$ cat src/hw/rtl/window_cooccurrence_pairs_macros.svh
// assertion macros for the co-occurrence pair generator
`ifndef WINDOW_COOCCURRENCE_PAIRS_MACROS_SVH
`define WINDOW_COOCCURRENCE_PAIRS_MACROS_SVH

// same-cycle implication under the block clock and reset
`define WCP_ASSERT_IMP(lbl, ante, cons) \
    lbl: assert property (@(posedge i_clk) disable iff (!i_rst_n) (ante) |-> (cons)) \
        else $error("%m: same-cycle check failed");

// next-cycle implication under the block clock and reset
`define WCP_ASSERT_NXT(lbl, ante, cons) \
    lbl: assert property (@(posedge i_clk) disable iff (!i_rst_n) (ante) |=> (cons)) \
        else $error("%m: next-cycle check failed");

`endif

$ cat src/hw/rtl/wcp_pkg.sv
// types, constants and helpers shared by the co-occurrence pair generator
package wcp_pkg;

    localparam int ID_W           = 16;
    localparam int WT_W           = 16;
    localparam int WS_W           = 3;
    localparam int WM_W           = 2;
    localparam int NUM_WOFS       = 5;
    localparam int CFG_IDX_W      = 3;
    localparam int CFG_DATA_W     = 16;
    localparam int DEF_MAX_WINDOW = 5;
    localparam int DEF_ID_BITS    = 16;

    localparam logic [WT_W-1:0] ONE_Q14     = 16'd16384;
    localparam logic [WS_W-1:0] WS_RESET    = 3'd5;

    typedef enum logic [CFG_IDX_W-1:0] {
        CFG_WINDOW_SIZE  = 3'd0,
        CFG_ORDERED_MODE = 3'd1,
        CFG_WEIGHT_MODE  = 3'd2,
        CFG_WOFS1        = 3'd3,
        CFG_WOFS2        = 3'd4,
        CFG_WOFS3        = 3'd5,
        CFG_WOFS4        = 3'd6,
        CFG_WOFS5        = 3'd7
    } t_cfg_idx;

    typedef enum logic [WM_W-1:0] {
        WM_UNIT   = 2'd0,
        WM_RECIP  = 2'd1,
        WM_CUSTOM = 2'd2
    } t_wmode;

    typedef enum logic {
        ST_IDLE = 1'b0,
        ST_EMIT = 1'b1
    } t_state;

    typedef struct packed {
        logic accept;
        logic emit;
    } t_cmd;

    typedef struct packed {
        logic span_zero;
        logic slot_free;
        logic last;
    } t_sts;

    // round-half-up reciprocal of the offset in Q2.14
    function automatic logic [WT_W-1:0] recip_q14(input logic [WS_W-1:0] d);
        logic [WT_W-1:0] r;
        case (d)
            3'd1:    r = 16'd16384;
            3'd2:    r = 16'd8192;
            3'd3:    r = 16'd5461;
            3'd4:    r = 16'd4096;
            3'd5:    r = 16'd3277;
            default: r = ONE_Q14;
        endcase
        return r;
    endfunction

endpackage

$ cat src/hw/rtl/wcp_tok_if.sv
// token channel: valid, ready and one token item
interface wcp_tok_if;
    logic        valid;
    logic        ready;
    logic [15:0] token_id;
    logic        text_start;

    modport source (output valid, output token_id, output text_start, input ready);
    modport sink   (input valid, input token_id, input text_start, output ready);
endinterface

$ cat src/hw/rtl/wcp_pair_if.sv
// pair channel: valid, ready and one pair item
interface wcp_pair_if;
    logic        valid;
    logic        ready;
    logic [15:0] target_id;
    logic [15:0] collocate_id;
    logic [15:0] pair_weight;
    logic        last_pair;

    modport source (output valid, output target_id, output collocate_id,
                    output pair_weight, output last_pair, input ready);
    modport sink   (input valid, input target_id, input collocate_id,
                    input pair_weight, input last_pair, output ready);
endinterface

$ cat src/hw/rtl/window_cooccurrence_pairs.sv
// Sliding-window co-occurrence pair generator, top level.
// i_tok carries token items (token_id, text_start); a token is taken when
// valid and ready are both high. text_start clears the history of the text.
// o_pair carries one pair item per cycle at most: target_id, collocate_id,
// a Q2.14 pair_weight and last_pair on the final pair of a token.
// Configuration is written through i_cfg_we / i_cfg_idx / i_cfg_data; the
// user must write it only while the block is idle, as the block does not
// enforce this; registers take effect for the next token. A token that
// pairs with n earlier tokens (n up to window_size, at most MAX_WINDOW) is
// accepted first, then its pairs go out one per cycle unless the receiver
// stalls, from a single output register, oldest partner to nearest. A token
// with no partner causes no pair and the next token can follow in the next
// cycle. While a token's pairs are being emitted i_tok.ready stays low. If
// the receiver stalls, the pending pair holds in the output register and
// emission waits; the history only advances when the last pair is loaded.
// Reset (synchronous, active low) empties the history and the output
// register and restores the register defaults: window five, smaller id
// first, unit weight, all custom weights 1.0.
`include "window_cooccurrence_pairs_macros.svh"

module window_cooccurrence_pairs
    import wcp_pkg::*;
#(
    parameter int MAX_WINDOW = DEF_MAX_WINDOW,
    parameter int ID_BITS    = DEF_ID_BITS
) (
    input  logic                  i_clk,
    input  logic                  i_rst_n,
    input  logic                  i_cfg_we,
    input  logic [CFG_IDX_W-1:0]  i_cfg_idx,
    input  logic [CFG_DATA_W-1:0] i_cfg_data,
    wcp_tok_if.sink               i_tok,
    wcp_pair_if.source            o_pair
);

    t_cmd cmd;
    t_sts sts;

    wcp_ctrl u_ctrl (
        .i_clk      (i_clk),
        .i_rst_n    (i_rst_n),
        .i_in_valid (i_tok.valid),
        .o_in_ready (i_tok.ready),
        .i_sts      (sts),
        .o_cmd      (cmd)
    );

    wcp_dp #(
        .MAX_WINDOW (MAX_WINDOW),
        .ID_BITS    (ID_BITS)
    ) u_dp (
        .i_clk          (i_clk),
        .i_rst_n        (i_rst_n),
        .i_cfg_we       (i_cfg_we),
        .i_cfg_idx      (i_cfg_idx),
        .i_cfg_data     (i_cfg_data),
        .i_token_id     (i_tok.token_id),
        .i_text_start   (i_tok.text_start),
        .i_cmd          (cmd),
        .o_sts          (sts),
        .i_out_ready    (o_pair.ready),
        .o_out_valid    (o_pair.valid),
        .o_target_id    (o_pair.target_id),
        .o_collocate_id (o_pair.collocate_id),
        .o_pair_weight  (o_pair.pair_weight),
        .o_last_pair    (o_pair.last_pair)
    );

    // a pair is only loaded when the output register has room
    `WCP_ASSERT_IMP(a_emit_has_room, cmd.emit, sts.slot_free)
    // accepting a token and emitting a pair never overlap
    `WCP_ASSERT_IMP(a_accept_not_emit, cmd.accept, !cmd.emit)
    // after the final pair is loaded the block takes tokens again
    `WCP_ASSERT_NXT(a_ready_after_last, cmd.emit && sts.last, i_tok.ready)
    // a token with partners blocks the input while its pairs go out
    `WCP_ASSERT_NXT(a_busy_after_accept, cmd.accept && !sts.span_zero, !i_tok.ready)

endmodule

$ cat src/hw/rtl/wcp_ctrl.sv
// controller: accepts a token, then sequences its pairs into the output register
module wcp_ctrl
    import wcp_pkg::*;
(
    input  logic i_clk,
    input  logic i_rst_n,
    input  logic i_in_valid,
    output logic o_in_ready,
    input  t_sts i_sts,
    output t_cmd o_cmd
);

    t_state r_state;
    t_state n_state;

    always_ff @(posedge i_clk) begin
        if (!i_rst_n) begin
            r_state <= ST_IDLE;
        end else begin
            r_state <= n_state;
        end
    end

    always_comb begin
        n_state    = r_state;
        o_cmd      = '0;
        o_in_ready = 1'b0;
        case (r_state)
            ST_IDLE: begin
                o_in_ready = 1'b1;
                if (i_in_valid) begin
                    o_cmd.accept = 1'b1;
                    if (!i_sts.span_zero) begin
                        n_state = ST_EMIT;
                    end
                end
            end
            ST_EMIT: begin
                if (i_sts.slot_free) begin
                    o_cmd.emit = 1'b1;
                    if (i_sts.last) begin
                        n_state = ST_IDLE;
                    end
                end
            end
            default: begin
                n_state = ST_IDLE;
            end
        endcase
    end

endmodule

$ cat src/hw/rtl/wcp_dp.sv
// datapath: registers, token history, pair build and output register
module wcp_dp
    import wcp_pkg::*;
#(
    parameter int MAX_WINDOW = DEF_MAX_WINDOW,
    parameter int ID_BITS    = DEF_ID_BITS
) (
    input  logic                  i_clk,
    input  logic                  i_rst_n,
    input  logic                  i_cfg_we,
    input  logic [CFG_IDX_W-1:0]  i_cfg_idx,
    input  logic [CFG_DATA_W-1:0] i_cfg_data,
    input  logic [ID_W-1:0]       i_token_id,
    input  logic                  i_text_start,
    input  t_cmd                  i_cmd,
    output t_sts                  o_sts,
    input  logic                  i_out_ready,
    output logic                  o_out_valid,
    output logic [ID_W-1:0]       o_target_id,
    output logic [ID_W-1:0]       o_collocate_id,
    output logic [WT_W-1:0]       o_pair_weight,
    output logic                  o_last_pair
);

    localparam int HIST_W = (ID_BITS < ID_W) ? ID_BITS : ID_W;
    localparam int FILL_W = $clog2(MAX_WINDOW + 1);
    localparam logic [FILL_W-1:0] FILL_MAX = FILL_W'(MAX_WINDOW);

    // configuration
    logic [WS_W-1:0] r_ws;
    logic            r_ordered;
    logic [WM_W-1:0] r_wmode;
    logic [WT_W-1:0] r_wofs [NUM_WOFS];

    // history and current item
    logic [HIST_W-1:0] r_hist [MAX_WINDOW];
    logic [FILL_W-1:0] r_fill;
    logic [FILL_W-1:0] n_fill;
    logic [HIST_W-1:0] r_tok;
    logic [FILL_W-1:0] r_d;

    // output register
    logic            r_ov;
    logic            n_ov;
    logic [ID_W-1:0] r_tgt;
    logic [ID_W-1:0] r_col;
    logic [WT_W-1:0] r_wt;
    logic            r_last;

    logic [HIST_W-1:0] tok_m;
    logic [FILL_W-1:0] w_eff;
    logic [FILL_W-1:0] fill_base;
    logic [FILL_W-1:0] span;
    logic              push;
    logic [HIST_W-1:0] push_tok;
    logic [HIST_W-1:0] prev;
    logic [HIST_W-1:0] pa;
    logic [HIST_W-1:0] pb;
    logic [WS_W-1:0]   d3;
    logic [WT_W-1:0]   wt;
    logic [WT_W-1:0]   wcust;

    always_ff @(posedge i_clk) begin
        if (!i_rst_n) begin
            r_ws      <= WS_RESET;
            r_ordered <= 1'b0;
            r_wmode   <= WM_UNIT;
            for (int k = 0; k < NUM_WOFS; k++) begin
                r_wofs[k] <= ONE_Q14;
            end
        end else if (i_cfg_we) begin
            case (t_cfg_idx'(i_cfg_idx))
                CFG_WINDOW_SIZE:  r_ws      <= i_cfg_data[WS_W-1:0];
                CFG_ORDERED_MODE: r_ordered <= i_cfg_data[0];
                CFG_WEIGHT_MODE:  r_wmode   <= i_cfg_data[WM_W-1:0];
                CFG_WOFS1:        r_wofs[0] <= i_cfg_data[WT_W-1:0];
                CFG_WOFS2:        r_wofs[1] <= i_cfg_data[WT_W-1:0];
                CFG_WOFS3:        r_wofs[2] <= i_cfg_data[WT_W-1:0];
                CFG_WOFS4:        r_wofs[3] <= i_cfg_data[WT_W-1:0];
                CFG_WOFS5:        r_wofs[4] <= i_cfg_data[WT_W-1:0];
                default: begin
                end
            endcase
        end
    end

    assign tok_m = HIST_W'(i_token_id);

    // window zero acts as one, larger windows saturate at the history depth
    always_comb begin
        if (r_ws == '0) begin
            w_eff = FILL_W'(1);
        end else if (r_ws > WS_W'(MAX_WINDOW)) begin
            w_eff = FILL_MAX;
        end else begin
            w_eff = FILL_W'(r_ws);
        end
    end

    assign fill_base = (i_cmd.accept && i_text_start) ? '0 : r_fill;
    assign span      = (fill_base < w_eff) ? fill_base : w_eff;

    assign push     = (i_cmd.accept && (span == '0)) || (i_cmd.emit && (r_d == FILL_W'(1)));
    assign push_tok = i_cmd.accept ? tok_m : r_tok;
    assign n_fill   = (fill_base == FILL_MAX) ? fill_base : fill_base + FILL_W'(1);

    always_ff @(posedge i_clk) begin
        if (!i_rst_n) begin
            r_fill <= '0;
        end else if (push) begin
            r_fill <= n_fill;
        end
    end

    always_ff @(posedge i_clk) begin
        if (push) begin
            r_hist[0] <= push_tok;
            for (int k = 1; k < MAX_WINDOW; k++) begin
                r_hist[k] <= r_hist[k-1];
            end
        end
    end

    always_ff @(posedge i_clk) begin
        if (i_cmd.accept) begin
            r_tok <= tok_m;
            r_d   <= span;
        end else if (i_cmd.emit) begin
            r_d   <= r_d - FILL_W'(1);
        end
    end

    // partner at the current offset
    always_comb begin
        prev = r_hist[0];
        for (int k = 0; k < MAX_WINDOW; k++) begin
            if (r_d == FILL_W'(k + 1)) begin
                prev = r_hist[k];
            end
        end
    end

    always_comb begin
        pa = prev;
        pb = r_tok;
        if (!r_ordered && (r_tok < prev)) begin
            pa = r_tok;
            pb = prev;
        end
    end

    assign d3 = WS_W'(r_d);

    always_comb begin
        wcust = r_wofs[0];
        for (int k = 0; k < NUM_WOFS; k++) begin
            if (d3 == WS_W'(k + 1)) begin
                wcust = r_wofs[k];
            end
        end
    end

    always_comb begin
        case (r_wmode)
            WM_RECIP:  wt = recip_q14(d3);
            WM_CUSTOM: wt = wcust;
            default:   wt = ONE_Q14;
        endcase
    end

    assign n_ov = i_cmd.emit ? 1'b1 : (i_out_ready ? 1'b0 : r_ov);

    always_ff @(posedge i_clk) begin
        if (!i_rst_n) begin
            r_ov <= 1'b0;
        end else begin
            r_ov <= n_ov;
        end
    end

    always_ff @(posedge i_clk) begin
        if (i_cmd.emit) begin
            r_tgt  <= ID_W'(pa);
            r_col  <= ID_W'(pb);
            r_wt   <= wt;
            r_last <= (r_d == FILL_W'(1));
        end
    end

    // a token with no partner in its text causes no pair
    assign o_sts.span_zero = i_text_start || (r_fill == '0);
    assign o_sts.slot_free = !r_ov || i_out_ready;
    assign o_sts.last      = (r_d == FILL_W'(1));

    assign o_out_valid    = r_ov;
    assign o_target_id    = r_tgt;
    assign o_collocate_id = r_col;
    assign o_pair_weight  = r_wt;
    assign o_last_pair    = r_last;

endmodule

$ cat src/flat_wrapper.sv
// flat-port wrapper written by rule: the top's interface ports become plain ports
module window_cooccurrence_pairs_flat import wcp_pkg::*;
#(
    parameter int MAX_WINDOW = DEF_MAX_WINDOW,
    parameter int ID_BITS    = DEF_ID_BITS
)
  (i_clk, i_rst_n, i_cfg_we, i_cfg_idx, i_cfg_data, i_tok_valid, i_tok_token_id, i_tok_text_start, i_tok_ready, o_pair_valid, o_pair_target_id, o_pair_collocate_id, o_pair_pair_weight, o_pair_last_pair, o_pair_ready);
  wcp_tok_if i_tok_i ();
  wcp_pair_if o_pair_i ();
  input  logic i_clk;
  input  logic i_rst_n;
  input  logic i_cfg_we;
  input  logic [CFG_IDX_W-1:0] i_cfg_idx;
  input  logic [CFG_DATA_W-1:0] i_cfg_data;
  input wire logic [$bits(i_tok_i.valid)-1:0] i_tok_valid;
  input wire logic [$bits(i_tok_i.token_id)-1:0] i_tok_token_id;
  input wire logic [$bits(i_tok_i.text_start)-1:0] i_tok_text_start;
  output wire logic [$bits(i_tok_i.ready)-1:0] i_tok_ready;
  output wire logic [$bits(o_pair_i.valid)-1:0] o_pair_valid;
  output wire logic [$bits(o_pair_i.target_id)-1:0] o_pair_target_id;
  output wire logic [$bits(o_pair_i.collocate_id)-1:0] o_pair_collocate_id;
  output wire logic [$bits(o_pair_i.pair_weight)-1:0] o_pair_pair_weight;
  output wire logic [$bits(o_pair_i.last_pair)-1:0] o_pair_last_pair;
  input wire logic [$bits(o_pair_i.ready)-1:0] o_pair_ready;
  assign i_tok_i.valid = i_tok_valid;
  assign i_tok_i.token_id = i_tok_token_id;
  assign i_tok_i.text_start = i_tok_text_start;
  assign i_tok_ready = i_tok_i.ready;
  assign o_pair_valid = o_pair_i.valid;
  assign o_pair_target_id = o_pair_i.target_id;
  assign o_pair_collocate_id = o_pair_i.collocate_id;
  assign o_pair_pair_weight = o_pair_i.pair_weight;
  assign o_pair_last_pair = o_pair_i.last_pair;
  assign o_pair_i.ready = o_pair_ready;
  window_cooccurrence_pairs #(.MAX_WINDOW(MAX_WINDOW), .ID_BITS(ID_BITS)) u_core (.i_clk(i_clk), .i_rst_n(i_rst_n), .i_cfg_we(i_cfg_we), .i_cfg_idx(i_cfg_idx), .i_cfg_data(i_cfg_data), .i_tok(i_tok_i), .o_pair(o_pair_i));
endmodule
$ cat config.mk
export PLATFORM = sky130hd
export DESIGN_NAME = window_cooccurrence_pairs_flat
export DESIGN_NICKNAME = d
export VERILOG_FILES = /design/src/hw/rtl/wcp_pkg.sv /design/src/hw/rtl/wcp_tok_if.sv /design/src/hw/rtl/wcp_pair_if.sv /design/src/hw/rtl/window_cooccurrence_pairs.sv /design/src/hw/rtl/wcp_ctrl.sv /design/src/hw/rtl/wcp_dp.sv /design/src/flat_wrapper.sv
export VERILOG_INCLUDE_DIRS = /design/src /design/src/hw/rtl
export SDC_FILE = /design/constraint.sdc
export NUM_CORES = 1
export LEC_CHECK = 0
export BUFFER_PORTS_ARGS = -buffer_cell sky130_fd_sc_hd__clkbuf_2
export CAP_MARGIN = 10
export CORE_ASPECT_RATIO = 0.8
export CORE_UTILIZATION = 59
export DETAILED_ROUTE_END_ITERATION = 6
export GPL_ROUTABILITY_DRIVEN = 0
export PLACE_DENSITY = 0.83
export SLEW_MARGIN = 5
export SYNTH_ARGS = -nofsm -noshare
export SYNTH_HDL_FRONTEND = slang
export SYNTH_SLANG_ARGS = --single-unit
export TNS_END_PERCENT = 5
$ cat constraint.sdc
create_clock -name i_clk -period 8.6 [get_ports i_clk]
set_input_delay 0 -clock i_clk [delete_from_list [all_inputs] [get_ports i_clk]]
set_output_delay 0 -clock i_clk [all_outputs]
set_load 0.05 [all_outputs]
# Word level (Yosys, flattened, before mapping)
# Memories as Yosys holds them, arrays and structs flattened.
# Index checks and enable logic that the tools add are counted.
# op_classes
n_addsub	2
mux	60
n_reduce_logical	18
magnitude_cmp	3
eq_ne	15
n_bitwise	6
# op_table
operator	count
$mux W16	16
$pmux W15 S4	1
$mux W1	34
$pmux W16 S2	1
$eq A3 B3 Y1 const B	7
$mux W3	7
$lt A16 B16 Y1	1
$eq A3 B2 Y1 const B	4
$logic_not A3 Y1	4
$eq A3 B1 Y1 const B	2
$reduce_and A2 Y1	3
$or A1 B1 Y1	5
$logic_and A1 B1 Y1	4
$reduce_bool A2 Y1	2
$add A3 B1 Y3 const B	1
$gt A3 B3 Y1 const B	1
$logic_or A1 B1 Y1	3
$lt A3 B3 Y1	1
$sub A3 B1 Y3 const B	1
$eq A2 B1 Y1 const B	1
$eq A2 B2 Y1 const B	1
$logic_not A1 Y1	2
$pmux W1 S2	1
$not A1 Y1	1
# totals
ram_bits	160
out_inout_bits	51
regBits	79
mem_count	2
wordCells	118
inputBits	41
# memory_table
memory	depth	width	rd	rd_ports_with_merged_regs	write_ports	line	source
u_core.u_dp.r_hist	5	16	5	0	5	wcp_dp.sv:36	logic [HIST_W-1:0] r_hist [MAX_WINDOW];
u_core.u_dp.r_wofs	5	16	5	0	5	wcp_dp.sv:33	logic [WT_W-1:0] r_wofs [NUM_WOFS];

# Depth between registers and ports, before layout
# logic_depth
ltp_word	11
mapped_depth	17
depth_no_buf	13

# Hierarchy
# From an unflattened synthesis, not the netlist that was laid out.
# unflattened
cells_unflattened	697
area_unflattened_um2	10085.9
# modules_own_cells
module	cells_each	n_inst	seq_area_each_um2	area_per_inst_um2
wcp_dp	690	1	6886.6	10028.4
wcp_ctrl	7	1	20.0	57.6

# Least setup slack after synthesis
# OpenSTA, ideal clock, no wires.
# synth_timing
path_type	reg-to-reg
startpoint	reg u_core.u_ctrl.r_state
endpoint	reg u_core.u_dp.r_fill[1]
setup_time_ns	0.106
required_time_ns	8.494
period_less_slack_ns	6.075
n_path_buf	0
path_stages_with_launch	10
t_arrival_ns	5.970
setup_slack_ns	2.525
path_cell_list	dfxtp_1 > nand3b_1 > and2_1 > ha_1 > nand2_1 > or3_1 > and3_1 > o31ai_2 > a21oi_1 > a311oi_1
# synth_between
elab_chain_len	8
word_cells_on_any_way	13
cone_classes	add/sub: 1; order compare: 1; eq/ne: 1; mux: 5; reduce/logical: 5
# synth_lines
element	line	source
start: declaration	wcp_ctrl.sv:13	t_state r_state;
start signal: assignment	wcp_ctrl.sv:20	r_state <= n_state;
$mux W1	wcp_ctrl.sv:28	case (r_state)
$logic_and A1 B1 Y1	wcp_dp.sv:100	assign fill_base = (i_cmd.accept && i_text_start) ? '0 : r_fill;
$mux W3	wcp_dp.sv:100	
$lt A3 B3 Y1	wcp_dp.sv:101	assign span = (fill_base < w_eff) ? fill_base : w_eff;
$mux W3	wcp_dp.sv:101	
$logic_not A3 Y1	wcp_dp.sv:103	assign push = (i_cmd.accept && (span == '0)) || (i_cmd.emit && (r_d == FILL_W'(1)));
$logic_and A1 B1 Y1	wcp_dp.sv:103	
$logic_or A1 B1 Y1 (*)	wcp_dp.sv:103	
named net u_core.u_dp.push	wcp_dp.sv:54	logic push;
end signal: assignment	wcp_dp.sv:111	r_fill <= n_fill;
end: declaration	wcp_dp.sv:37	logic [FILL_W-1:0] r_fill;
# Mark *: on every way through the listed nets, which the timed path passes. The rest lies on a longest branch.
# A chain may end at the register's enable or synchronous reset.

# Final worst setup path
# layout_timing
startpoint	reg u_core.u_dp.r_d[0], in the netlist u_core.u_dp.d3[0]
endpoint	reg u_core.u_dp.r_col[13], in the netlist u_core.u_dp.o_collocate_id[13] (data pin)
# layout_between
elab_chain_len	8
word_cells_on_any_way	11
cone_classes	order compare: 1; eq/ne: 4; mux: 5; reduce/logical: 1
# layout_lines
element	line	source
start: declaration	wcp_dp.sv:40	logic [FILL_W-1:0] r_d;
start signal: assignment	wcp_dp.sv:127	r_d <= span;
start signal: assignment	wcp_dp.sv:129	r_d <= r_d - FILL_W'(1);
$eq A3 B2 Y1	wcp_dp.sv:137	if (r_d == FILL_W'(k + 1)) begin
$mux W16 (3 in series)	wcp_dp.sv:137	
$mux W16 (*)	wcp_dp.sv:137	
$lt A16 B16 Y1	wcp_dp.sv:146	if (!r_ordered && (r_tok < prev)) begin
$logic_and A1 B1 Y1	wcp_dp.sv:146	
$mux W16 (*)	wcp_dp.sv:146	
named net u_core.u_dp.pb[13]	wcp_dp.sv:58	logic [HIST_W-1:0] pb;
end signal: assignment	wcp_dp.sv:184	r_col <= ID_W'(pb);
end: declaration	wcp_dp.sv:46	logic [ID_W-1:0] r_col;
# Marked as above.

==> results.sh <==
export IMPL_r2r_end="u_core.u_dp.o_collocate_id[13]$_DFFE_PP_"
export IMPL_detail_route_antenna_nets=0
export IMPL_grt_pass1_vias=6832
export IMPL_crit_required_ps=8830
export IMPL_initial_utilization_pct=61.28
export IMPL_overflow=0
export IMPL_drc_errors=0
export IMPL_r2r_cells=12
export IMPL_cts_root_buf="clkbuf_16"
export IMPL_cts_tree="built"
export IMPL_critPathKind="reg2reg"
export IMPL_hp_class="in2reg"
export IMPL_syn_cell_area_um2=10300
export IMPL_dp_hpwl_um=14730
export IMPL_dieWidth_um=149.8
export IMPL_syn_instance_count=795
export IMPL_synth_distinct_cells=46
export IMPL_hold_viol_final=0
export IMPL_rows=42
export IMPL_p_leak_nw=4.496
export IMPL_grt_use_total_pct=27.19
export IMPL_stdcell_count=1155
export IMPL_filler_cell_count=1080
export IMPL_reg2reg_slack_ps=3440
export IMPL_die_h_um=120.2
export IMPL_drive_gt1_share_pct=19.04
export IMPL_relSlewSlack_pct=18.32
export IMPL_via_per_inst=6.218
export IMPL_dp_cells=1070
export IMPL_skew_ps=13.81
export IMPL_clk_pin_slew_ps=60
export IMPL_insertion_delay_ps=510
export IMPL_min_period_ps=5158
export IMPL_htree_num_levels=1
export IMPL_rsz0062_at_grt="false"
export IMPL_end_kind="register"
export IMPL_worstPathArrival_ps=5390
export IMPL_ys_flop_type="edfxtp_1"
export IMPL_n_antenna_cell=0
export IMPL_grt_max_degree=68
export IMPL_area_delta_synth_final_pct=17.97
export IMPL_holdCritStartpoint="i_cfg_we"
export IMPL_nNetsFinal=985
export IMPL_powerDensity_nw_per_um2=277.2
export IMPL_numCtsBuffers=23
export IMPL_ys_ff_latch=239
export IMPL_ir_worst_vdd_mv=0.1903
export IMPL_worst_pin_slew_ps=1225
export IMPL_coreArea_um2=16820
export IMPL_synth_yosys_seq_area_share_pct=67.02
export IMPL_clock_sinks=239
export IMPL_antenna_found_initial=0
export IMPL_slew_viol_final=0
export IMPL_synthArstFlopShare_pct=0
export IMPL_r2r_start="u_core.u_dp.d3[0]$_DFFE_PP_"
export IMPL_num_vias=7182
export IMPL_critPathMaxFanout=33
export IMPL_setup_tns_ps=0
export IMPL_status="complete, no violations"
export IMPL_dr_pass1_iters=6
export IMPL_io_buffers=91
export IMPL_drt_total_wl_um=23870
export IMPL_cp_start_kind="register"
export IMPL_fmax_mhz=193.9
export IMPL_yosys_warnings=0
export IMPL_drtIter0Drc=844
export IMPL_layout_common_cells="212 x edfxtp_1, 100 x nand2_1, 91 x clkbuf_2, 70 x a21oi_1, 45 x o21ai_1"
export IMPL_min_to="u_core.u_dp.r_wmode[0]$_SDFFE_PN0P_"
export IMPL_synth_net_count=862
export IMPL_grt_pass1_wl_um=37050
export IMPL_ioPinCount=92
export IMPL_clock_path_buffers=3
export IMPL_hold_depth=5
export IMPL_routedWlPerCell_um=20.66
export IMPL_cts_setup_buffers=0
export IMPL_synth_edf_count=212
export IMPL_final_common_cell="edfxtp_1"
export IMPL_setup_viol=0
export IMPL_fin_crit_sh_pct=59.97
export IMPL_maxCapViolCount=0
export IMPL_dieArea_um2=18000
export IMPL_avgSynthCellArea_um2=12.96
-- report_power, final --
part / leakage (nW) / switching [mW] / internal [mW] / total [mW]
registers: 2.25 / 0.0811 / 1.47 / 1.55
clock network: 0.369 / 0.432 / 0.579 / 1.01
logic: 1.87 / 0.524 / 0.285 / 0.809
total: 4.50 / 1.04 / 2.33 / 3.37
-- sequential cells by signal (all words and copies together), names as in the netlist, 2 cells and up --
register and cells:
u_core.u_dp.d3 3, u_core.u_dp.o_collocate_id 16, u_core.u_dp.o_pair_weight 16, u_core.u_dp.o_target_id 16, u_core.u_dp.r_fill 3, u_core.u_dp.r_hist 80
u_core.u_dp.r_tok 16, u_core.u_dp.r_wmode 2, u_core.u_dp.r_wofs 80, u_core.u_dp.r_ws 3
-- what timing repair did --
item                      CTS  global route
hold buffers               43             0
hold endpoints to repair  123             0
resized for setup           0             0
-- Yosys cell counts (2+ instances only) --
master     instances  area (um^2)
a21oi_1           70        350.3
xnor2_1            2        17.52
o211ai_1           3        22.52
and2_1            18        112.6
mux2_1             2        22.52
or3_1             18        112.6
nor2_1            16        60.06
clkbuf_1          35        131.4
edfxtp_1         212         6366
o21ai_1           41        205.2
buf_2              5        25.02
ha_1              26        325.3
a211oi_1           6        45.04
nand3b_1           2        15.01
nand2b_1           9        56.30
o31ai_1            2        15.01
buf_1              6        22.52
and3_1            10        62.56
a2bb2oi_1          2        17.52
nand4_1            3        18.77
nor3_1             8        40.04
mux2_2            30        337.8
dfxtp_1           27        540.5
o211a_1           16        160.2
mux2i_1           18        180.2
inv_1             11        41.29
nand2_1          100        375.4
nor2b_1            6        37.54
o21ai_0           42        210.2
o22ai_1           17        106.4
a311oi_1          17        148.9
-- logic make-up (layout without fill, tap and decap cells) --
| kind of cell | after synthesis | count (layout) | share of synthesized area, % |
|---|---|---|---|
| AOI/OAI and AO/OA | 222 | 222 | 13.00 |
| DFF | 239 | 239 | 67.02 |
| buffers and inverters | 60 | 200 | 2.355 |
| xor gates and xnor gates | 2 | 2 | 0.1700 |
| and+or+nand+nor | 196 | 196 | 9.046 |
| adders and majority gates | 26 | 26 | 3.157 |
| muxes | 50 | 50 | 5.245 |
-- routing by layer --
| metal | up-vias | GRT usage [%] | share of wire [%] |
|---|---|---|---|
| met4 | 0 | 7.702 | 2.4 |
| met1 | 3419 | 40.51 | 41 |
| met5 | - | 0 | 0 |
| met2 | 440 | 41.55 | 46 |
| met3 | 59 | 4.566 | 11 |
| li1 | 3264 | - | - |
-- worst max-delay path by stage --
stage / start / slack, ps / to
3_3_place_gp: u_core.u_dp.d3[0]$_DFFE_PP_ / 3810 / u_core.u_dp.o_collocate_id[13]$_DFFE_PP_
5_1_grt: u_core.u_dp.d3[0]$_DFFE_PP_ / 3090 / u_core.u_dp.o_collocate_id[13]$_DFFE_PP_
6_report: u_core.u_dp.d3[0]$_DFFE_PP_ / 3440 / u_core.u_dp.o_collocate_id[13]$_DFFE_PP_
2_1_floorplan: u_core.u_ctrl.r_state$_SDFF_PN0_ / 2520 / u_core.u_dp.r_fill[1]$_SDFFE_PN0P_
3_5_place_dp: u_core.u_dp.d3[0]$_DFFE_PP_ / 3630 / u_core.u_dp.o_collocate_id[13]$_DFFE_PP_
4_1_cts: u_core.u_dp.d3[0]$_DFFE_PP_ / 3530 / u_core.u_dp.o_collocate_id[13]$_DFFE_PP_
-- through the flow --
stage | hold slack, ps | area, um^2 | utilization (%) | total power, mW | setup slack, ps
finish | 57.01 | 12160 | 72.29 | 3.370 | 3442
global route | 97.16 | 12160 | 72.29 | 3.507 | 3089
CTS | 21.77 | 12160 | 72.29 | 3.358 | 3530
detailed placement | 250.1 | 10970 | 65.21 | 2.338 | 3630
global placement | 249.2 | 10970 | 65.21 | 2.316 | 3811
floorplan | 128.5 | 10300 | - | 2.137 | 2525
-- area by class of cell --
type                    instances  area, um^2  area share, %
clock buffers                  26       616.8          5.074
well taps                     220       275.3          2.264
repair buffers                146       975.9          8.028
flip-flops and latches        239        6907          56.81
multi-input cells             496        3193          26.27
inverters                      12       45.04         0.3705
clock inverters                16       143.9          1.184
-- critical path, cell delays in order, from the launching register on --
cell and delay (ps):
edfxtp_1 430, inv_1 150, ha_1 1000, mux2i_1 260, o21ai_0 160, a21oi_1 450, ha_1 260, nand4_1 200
nor3_1 270, nand2_1 100, o22ai_2 830, or2_1 570, o21ai_1 180
No activity file was read; power rests on OpenSTA's default activity.
